<file path="config.mk">
export PLATFORM = sky130hd
export DESIGN_NAME = integer_text_parser
export DESIGN_NICKNAME = d
export VERILOG_FILES = /design/src/itp_pkg.sv /design/src/integer_text_parser.sv
export SDC_FILE = /design/constraint.sdc
export NUM_CORES = 1
export LEC_CHECK = 0
export BUFFER_PORTS_ARGS = -buffer_cell sky130_fd_sc_hd__buf_2
export CAP_MARGIN = 30
export CORE_UTILIZATION = 57
export DETAILED_ROUTE_END_ITERATION = 6
export PLACE_DENSITY = 0.82
export SLEW_MARGIN = 20
export SYNTH_ARGS = -nofsm -noshare
export SYNTH_HDL_FRONTEND = slang
export SYNTH_SLANG_ARGS = --single-unit
</file>
<file path="constraint.sdc">
create_clock -name clk -period 6.9 [get_ports clk]
set_input_delay 1.38 -clock clk [delete_from_list [all_inputs] [get_ports clk]]
set_output_delay 1.38 -clock clk [all_outputs]
set_load 0.1 [all_outputs]
</file>
<file path="src/itp_pkg.sv">
// Shared types, codes and the digit decoder for the integer text parser.
package itp_pkg;

  // Widths of the stream words.
  localparam int unsigned CH_W     = 8;
  localparam int unsigned VALUE_W  = 32;
  localparam int unsigned IN_USER_W  = 4;
  localparam int unsigned OUT_USER_W = 1;

  // Mode codes carried in the input tuser.
  localparam logic [1:0] FUNC_AUTO = 2'd0;
  localparam logic [1:0] FUNC_OCT  = 2'd1;
  localparam logic [1:0] FUNC_HEX  = 2'd2;

  // Result status codes.
  localparam logic STATUS_OK  = 1'b0;
  localparam logic STATUS_BAD = 1'b1;

  // Characters that the parser looks for.
  localparam logic [CH_W-1:0] CH_MINUS   = 8'h2D;
  localparam logic [CH_W-1:0] CH_ZERO    = 8'h30;
  localparam logic [CH_W-1:0] CH_LOWER_X = 8'h78;
  localparam logic [CH_W-1:0] CH_UPPER_X = 8'h58;

  // Where the parser stands inside a field.
  typedef enum logic [2:0] {
    PH_START  = 3'd0,
    PH_SIGNED = 3'd1,
    PH_ZERO   = 3'd2,
    PH_DIGITS = 3'd3
  } phase_t;

  // Number base; automatic means not yet decided.
  typedef enum logic [1:0] {
    RX_DEC  = 2'd0,
    RX_OCT  = 2'd1,
    RX_HEX  = 2'd2,
    RX_AUTO = 2'd3
  } radix_t;

  // Digit decoder: returns {ok, value} for a character in a base.
  function automatic logic [4:0] digit_of(logic [CH_W-1:0] c, radix_t rx);
    logic       ok;
    logic [3:0] d;
    ok = 1'b0;
    d  = 4'd0;
    if (c inside {[8'h30:8'h39]}) begin
      ok = 1'b1;
      d  = c[3:0];
    end else if (rx == RX_HEX && c inside {[8'h61:8'h66], [8'h41:8'h46]}) begin
      // Both letter cases have the low three bits 1..6 for a..f.
      ok = 1'b1;
      d  = 4'd9 + {1'b0, c[2:0]};
    end
    if (rx == RX_OCT && d[3]) begin
      ok = 1'b0;
    end
    return {ok, d};
  endfunction

endpackage

</file>
<file path="src/integer_text_parser.sv">
// Stream parser that turns the characters of a text field into a signed 32-bit value.
// Result path: the last character word of a field passes the input register, then the result register.
// Throughput: one character word per cycle; the input register is refilled each cycle
// while the result register is free or being drained, or the held word makes no result.
// Reset: synchronous, active low; clears both valid flags and returns the parser to the
// start of a field.
module integer_text_parser
  import itp_pkg::*;
(
  input  logic                  clk,
  input  logic                  rst_n,
  input  logic                  in_tvalid,
  output logic                  in_tready,
  input  logic [CH_W-1:0]       in_tdata,   // ch
  input  logic [IN_USER_W-1:0]  in_tuser,   // func[1:0], first, field_empty
  input  logic                  in_tlast,   // last
  output logic                  out_tvalid,
  input  logic                  out_tready,
  output logic [VALUE_W-1:0]    out_tdata,  // value
  output logic [OUT_USER_W-1:0] out_tuser   // status
);

  // Input register.
  logic                 s1_valid_r;
  logic [CH_W-1:0]      s1_ch_r;
  logic [1:0]           s1_func_r;
  logic                 s1_first_r;
  logic                 s1_empty_r;
  logic                 s1_last_r;

  // Field state.
  phase_t               phase_r, phase_nxt;
  logic                 neg_r, neg_nxt;
  radix_t               radix_r, radix_nxt;
  logic [VALUE_W-1:0]   accum_r, accum_nxt;
  logic                 bad_r, bad_nxt;
  logic                 seen_r, seen_nxt;

  // Result register.
  logic                 out_valid_r;
  logic [VALUE_W-1:0]   out_value_r, out_value_nxt;
  logic                 out_status_r, out_status_nxt;

  logic                 has_result;
  logic                 s1_go;
  logic                 in_fire;

  // The word in the input register moves on when it makes no result or the
  // result register can take one.
  assign has_result = s1_empty_r | s1_last_r;
  assign s1_go      = s1_valid_r & (~has_result | ~out_valid_r | out_tready);
  assign in_tready  = ~s1_valid_r | s1_go;
  assign in_fire    = in_tvalid & in_tready;

  // Parse step for the word held in the input register.
  always_comb begin
    logic             body;
    logic             dig;
    logic [4:0]       dcode;
    logic [VALUE_W-1:0] scaled;
    phase_nxt      = phase_r;
    neg_nxt        = neg_r;
    radix_nxt      = radix_r;
    accum_nxt      = accum_r;
    bad_nxt        = bad_r;
    seen_nxt       = seen_r;
    out_value_nxt  = '0;
    out_status_nxt = STATUS_BAD;
    body           = 1'b0;
    dig            = 1'b0;
    dcode          = '0;
    scaled         = '0;

    if (s1_empty_r) begin
      phase_nxt = PH_START;
      neg_nxt   = 1'b0;
      radix_nxt = RX_DEC;
      accum_nxt = '0;
      bad_nxt   = 1'b0;
      seen_nxt  = 1'b0;
    end else begin
      // Phase handling decides whether this character is a digit.
      if (s1_first_r || phase_r == PH_START) begin
        neg_nxt   = 1'b0;
        accum_nxt = '0;
        bad_nxt   = 1'b0;
        seen_nxt  = 1'b0;
        case (s1_func_r)
          FUNC_OCT: radix_nxt = RX_OCT;
          FUNC_HEX: radix_nxt = RX_HEX;
          default:  radix_nxt = RX_AUTO;
        endcase
        if (s1_ch_r == CH_MINUS) begin
          neg_nxt   = 1'b1;
          phase_nxt = PH_SIGNED;
        end else begin
          body = 1'b1;
        end
      end else if (phase_r == PH_SIGNED) begin
        body = 1'b1;
      end else if (phase_r == PH_ZERO) begin
        phase_nxt = PH_DIGITS;
        if (s1_ch_r == CH_LOWER_X || s1_ch_r == CH_UPPER_X) begin
          radix_nxt = RX_HEX;
          seen_nxt  = 1'b0;
        end else begin
          radix_nxt = RX_OCT;
          dig       = 1'b1;
        end
      end else begin
        dig = 1'b1;
      end

      // First character after an optional sign; a leading zero may be a prefix.
      if (body) begin
        if (radix_nxt == RX_AUTO && s1_ch_r == CH_ZERO) begin
          accum_nxt = '0;
          seen_nxt  = 1'b1;
          phase_nxt = PH_ZERO;
        end else begin
          if (radix_nxt == RX_AUTO) begin
            radix_nxt = RX_DEC;
          end
          phase_nxt = PH_DIGITS;
          dig       = 1'b1;
        end
      end

      // Accumulate one digit: the base multiply is a shift or a shift-add.
      if (dig) begin
        dcode = digit_of(s1_ch_r, radix_nxt);
        case (radix_nxt)
          RX_HEX:  scaled = accum_nxt << 4;
          RX_OCT:  scaled = accum_nxt << 3;
          default: scaled = (accum_nxt << 3) + (accum_nxt << 1);
        endcase
        if (dcode[4]) begin
          accum_nxt = scaled + VALUE_W'(dcode[3:0]);
          seen_nxt  = 1'b1;
        end else begin
          bad_nxt = 1'b1;
        end
      end

      // Close the field on its last character.
      if (s1_last_r) begin
        if (!bad_nxt && seen_nxt) begin
          out_value_nxt  = neg_nxt ? (VALUE_W'(0) - accum_nxt) : accum_nxt;
          out_status_nxt = STATUS_OK;
        end
        phase_nxt = PH_START;
        neg_nxt   = 1'b0;
        radix_nxt = RX_DEC;
        accum_nxt = '0;
        bad_nxt   = 1'b0;
        seen_nxt  = 1'b0;
      end
    end
  end

  // Control registers.
  always_ff @(posedge clk) begin
    if (!rst_n) begin
      s1_valid_r  <= 1'b0;
      out_valid_r <= 1'b0;
      phase_r     <= PH_START;
      neg_r       <= 1'b0;
      radix_r     <= RX_DEC;
      accum_r     <= '0;
      bad_r       <= 1'b0;
      seen_r      <= 1'b0;
    end else begin
      if (in_fire) begin
        s1_valid_r <= 1'b1;
      end else if (s1_go) begin
        s1_valid_r <= 1'b0;
      end
      if (s1_go && has_result) begin
        out_valid_r <= 1'b1;
      end else if (out_tready) begin
        out_valid_r <= 1'b0;
      end
      if (s1_go) begin
        phase_r <= phase_nxt;
        neg_r   <= neg_nxt;
        radix_r <= radix_nxt;
        accum_r <= accum_nxt;
        bad_r   <= bad_nxt;
        seen_r  <= seen_nxt;
      end
    end
  end

  // Payload registers.
  always_ff @(posedge clk) begin
    if (in_fire) begin
      s1_ch_r    <= in_tdata;
      s1_func_r  <= in_tuser[1:0];
      s1_first_r <= in_tuser[2];
      s1_empty_r <= in_tuser[3];
      s1_last_r  <= in_tlast;
    end
    if (s1_go && has_result) begin
      out_value_r  <= out_value_nxt;
      out_status_r <= out_status_nxt;
    end
  end

  assign out_tvalid = out_valid_r;
  assign out_tdata  = out_value_r;
  assign out_tuser  = out_status_r;

endmodule

</file>
## After elaboration in Yosys (flattened, before gate mapping)

Cells that the tools add are included.

| cells by class | value |
|---|---|
| $add $sub $neg | 4 |
| magnitude comparators | 6 |
| eq/ne operators | 13 |
| mux-type cells | 80 |
| bitwise gates (word level) | 11 |
| reductions and logical operators | 19 |

Operators by type and width:

| kind | number |
|---|---|
| $mux W32 | 12 |
| $pmux W32 S2 | 1 |
| $mux W1 | 44 |
| $add A32 B32 Y32 | 1 |
| $add A32 B4 Y32 | 1 |
| $sub A1 B32 Y32 const A | 1 |
| $mux W2 | 11 |
| $mux W3 | 7 |
| $eq A8 B6 Y1 const B | 2 |
| $eq A8 B7 Y1 const B | 2 |
| $ge A8 B7 Y1 const B | 2 |
| $le A8 B7 Y1 const B | 2 |
| $mux W4 | 4 |
| $ge A8 B6 Y1 const B | 1 |
| $le A8 B6 Y1 const B | 1 |
| $logic_and A1 B1 Y1 | 8 |
| $eq A2 B2 Y1 const B | 3 |
| $reduce_bool A2 Y1 | 3 |
| $ne A5 B3 Y1 const B | 1 |
| $ne A5 B4 Y1 const B | 1 |
| $not A1 Y1 | 5 |
| $reduce_bool A5 Y1 | 1 |
| $add A4 B3 Y4 const A | 1 |
| $eq A2 B1 Y1 const B | 2 |
| 11 further kinds | 16 |

| storage, ports and cells | value |
|---|---|
| register bits after elaboration | 88 |
| input port bits | 17 |
| output and inout port bits | 35 |
| logic and storage cells | 148 |

## Depth between registers and ports, before layout

| depth | value |
|---|---|
| depth in word-level cells | 29 |
| depth in mapped cells | 31 |
| mapped depth without buffers | 27 |

## Least setup slack after synthesis

Ideal clock, no wire load.

| timing path | value |
|---|---|
| path kind | flip-flop to flip-flop |
| start | register s1_ch_r[0] |
| end | register out_value_r[30] (netlist: out_tdata[30]) (data pin) |
| library setup time | 147 ps |
| data arrival time | 6,590 ps |
| slack | 163 ps |
| cell stages (with the launch flop) | 32 |
| buffers on the path | 6 |
| cells stage by stage | edfxtp_1 > inv_1 > ha_1 > nand2b_1 > nor4_1 > nor2_1 > a32oi_1 > o31a_1 > inv_1 > ha_1 > buf_2 > buf_2 > buf_2 > buf_1 > clkbuf_1 > and3_1 > ha_1 > fa_1 > a21oi_1 > nor4_1 > o21ai_0 > o21ai_1 > nand2_1 > nor3_2 > nand4_2 > or3b_1 > and3_1 > a211o_1 > buf_6 > o41a_1 > or3_1 > a21oi_1 |

| between the ends | value |
|---|---|
| longest elaborated chain between the ends | 29 |
| elaborated cells on any way between the ends | 82 |

RTL lines:

| what | line | RTL |
|---|---|---|
| start, declared | integer_text_parser.sv:25 | `logic [CH_W-1:0] s1_ch_r;` |
| start signal, assigned | integer_text_parser.sv:197 | `s1_ch_r <= in_tdata;` |
| branches (longest 29 deep; another with $mux W32) | - |  |
| end signal, assigned | integer_text_parser.sv:204 | `out_value_r <= out_value_nxt;` |
| end, declared | integer_text_parser.sv:41 | `logic [VALUE_W-1:0] out_value_r, out_value_nxt;` |

Several ways; the timed one is not identified. The select of a mux whose other input is x is not followed.
A chain may end at the register's enable or synchronous reset.

## Worst setup path in the final report

| timing path | value |
|---|---|
| start | register s1_ch_r[0] |
| end | register out_value_r[28] (netlist: out_tdata[28]) (data pin) |

Same word-level chain as after synthesis.

==> metrics <==
Final Hold Violating Endpoints 0; share of cells above drive strength 1 15.8%; most frequent cells in the layout nand2_1, nor2_1, o21ai_0; relative slew slack 50.8%; routability congestion estimate 1.00; first-pass GRT wire length 39500 um; DRC 5; R2R cell count 26; Initial Utilization 59.2%; total design power 1.29 mW; Hold Path Cell Cnt 2; Area Growth Syn to Fin 10.1%; vias in the first global route 8284; Routed WL 24200 um; WHS Endpoint accum_r[26]$_SDFFE_PN0P_; CTS Hold Buffers Added 0; sequential cell area fraction in the yosys report 25.3%; Reg2Reg Capture Point out_tdata[28]$_SDFFCE_PP0P_; Post-synth ARST share 0%; CTS Buf Count 9; Tcrit/Tclk final 94.7%; CP Launch Type flip-flop; vias 8679; port bufs 51; H-tree levels 3; Die X 126 um; CTS max path bufs 2; Avg Inst Size Synth 8.14 sq um; Total GRT Usage 30.8%; FF-to-FF Start s1_ch_r[0]$_DFFE_PP_; Gate Count Post-Synth 1068; FF+latch area 2200 sq um; clock sink count 87; die footprint 15800 sq um; Hold Crit Class flip-flop to flip-flop; CTS tree yes; number of enable flip-flop cells after synthesis 46; Critical Path End Type flip-flop; post-DR vias/cell 6.75; WS Path Type flip-flop to flip-flop; DR pass1 iterations 7; # fillers 1218; Worst-Skew Late Latency 350 ps; Worst-Margin Slew 730 ps; # rows 44; Core Footprint 14700 sq um; io pins 52; Yosys reg bits 87; dpl hpwl 17900 um; synthesized cell area 8700 sq um; Synth top area share 15.9%; Unique masters post-synth 108; Worst Path Required 6980 ps; Synth Warn # 0; Max Fclk 153 MHz; Remaining Overflow, GRT 0; DRT iter0 DRCs 951; Worst Setup SP s1_ch_r[0]$_DFFE_PP_; antenna-violating nets left 0; failing checks DRC; Util after Layout 65.2%; ANT cells 0; Die Ht 126 um; clock skew 8.90 ps; Final Net Count 1153; clk slew on worst S/H paths 70 ps; footprint of the multi-input gates 6230 sq um; clock tree root buffer cell clkbuf_16; pin count of the biggest net entering global routing 42; Post-Syn Nets 1124; final slew viol count 0; maximum vdd drop 0.000126 V; Routed WL per cell 18.8 um; Worst Hold Launch accum_r[26]$_SDFFE_PN0P_; arrival time of data at the critical path endpoint 6610 ps; Main synth FF type edfxtp_1; Top Layer Used met4; DRT met1 WL 9610 um; top cells by area, synth edfxtp_1, dfxtp_1, ha_1; Pleak 3.50 nW; met3 WL 1300 um; initial antenna violation count 0; post-layout min period 6530 ps; R2R setup slack 370 ps; met2 wire len 12100 um; maxcap violations 0; PD cells 134 nW/um^2; worst-path maximum fanout 6; leading cell type in the layout, fill and taps excluded nand2_1; status finished, violations left; area leader, netlist edfxtp_1; Final Setup Violations 0
registers in the layout (all words and copies together) (netlist names):
name        count
accum_r        32
phase_r         2
s1_first_r      1
radix_r         2
s1_empty_r      1
out_tvalid      1
s1_valid_r      1
seen_r          1
s1_func_r       2
out_tuser       1
out_tdata      32
s1_ch_r         8
s1_last_r       1
neg_r           1
bad_r           1
worst max-delay path, stage by stage, from the launching register on:
cell and delay, ps:
edfxtp_1 460, inv_1 90, ha_1 180, nand2b_1 140, or3_1 510, a31oi_2 250, inv_1 70, ha_1 220
and4_1 210, nor2b_1 140, o21ai_0 120, o21ai_0 100, buf_4 160, fa_1 450, a21oi_1 190, nor4_1 80
o21ai_0 100, o21ai_1 170, a31o_1 250, a32oi_1 370, nand3_1 230, or4_4 600, nor4_4 350, nand2_1 170
o41ai_2 420, xnor2_1 160, nor2_1 50
kinds of logic (layout without fill, tap and decap cells):
logic type                 Yosys count  count (layout)  synth area share [%]
AOI/OAI and AO/OA                  354             354                  30.7
xor gates and xnor gates            46              46                  4.63
adders and majority gates           39              39                  5.78
buffers and inverters               83             117                  4.07
DFF                                 87              87                  25.3
muxes                               10              10                  1.21
and+or+nand+nor                    449             449                  28.3
routing by layer:
layer | vias to the layer above | global-route usage, %
met2 | 391 | 55.8
li1 | 4124 | -
met5 | - | 0
met3 | 108 | 4.19
met1 | 4056 | 35.4
met4 | 0 | 15.6
cell usage after synthesis (14+ instances only):
cell type  instances
a21oi_1           51
nor2_1            88
edfxtp_1          46
nand2_1          106
nor2b_1           37
xor2_1            23
xnor2_1           23
a22oi_1           37
dfxtp_1           41
and2_1            53
clkbuf_1          43
nor4_1            15
buf_2             16
o211ai_1          17
ha_1              37
a22o_1            14
nor3_1            23
inv_1             18
o21ai_0           69
nand3_1           20
cell type report:
type                            count  share of cell area, %
Clock inverter                      5                  0.731
Inverter                           18                  0.705
Timing Repair Buffer               83                   5.34
Clock buffer                       11                   2.76
Sequential cell                    87                   23.0
Tap cell                          184                   2.40
Multi-Input combinational cell    898                   65.1
through the flow:
step	cells	hold slack, ps	setup WS (ps)	setup TNS [ps]	instance area (sq um)
2_1_floorplan	1068	439	163	0	8700
3_3_place_gp	1265	464	455	0	9110
3_5_place_dp	1265	479	313	0	9110
4_1_cts	1281	487	238	0	9450
5_1_grt	1286	512	-64.9	-89.6	9580
6_report	1286	485	367	0	9580
report_power, final:
group	total, mW	leakage (nW)	switching (mW)	internal (mW)
sequential	0.564	0.761	0.00733	0.557
combinational	0.186	2.57	0.143	0.0434
clock	0.538	0.165	0.219	0.320
how the worst max path moves through the flow:
stage / to / slack, ps
detailed placement: out_tdata[30]$_SDFFCE_PP0P_ / 310
CTS: out_tdata[30]$_SDFFCE_PP0P_ / 240
floorplan: out_tdata[30]$_SDFFCE_PP0P_ / 160
global route: out_tdata[30]$_SDFFCE_PP0P_ / -60
finish: out_tdata[28]$_SDFFCE_PP0P_ / 370
global placement: out_tdata[30]$_SDFFCE_PP0P_ / 450
timing repair:
item	CTS	global route
setup endpoints to repair	0	11
setup buffers	0	4
resized for setup	0	16
Power figures use the tool's default switching activity.
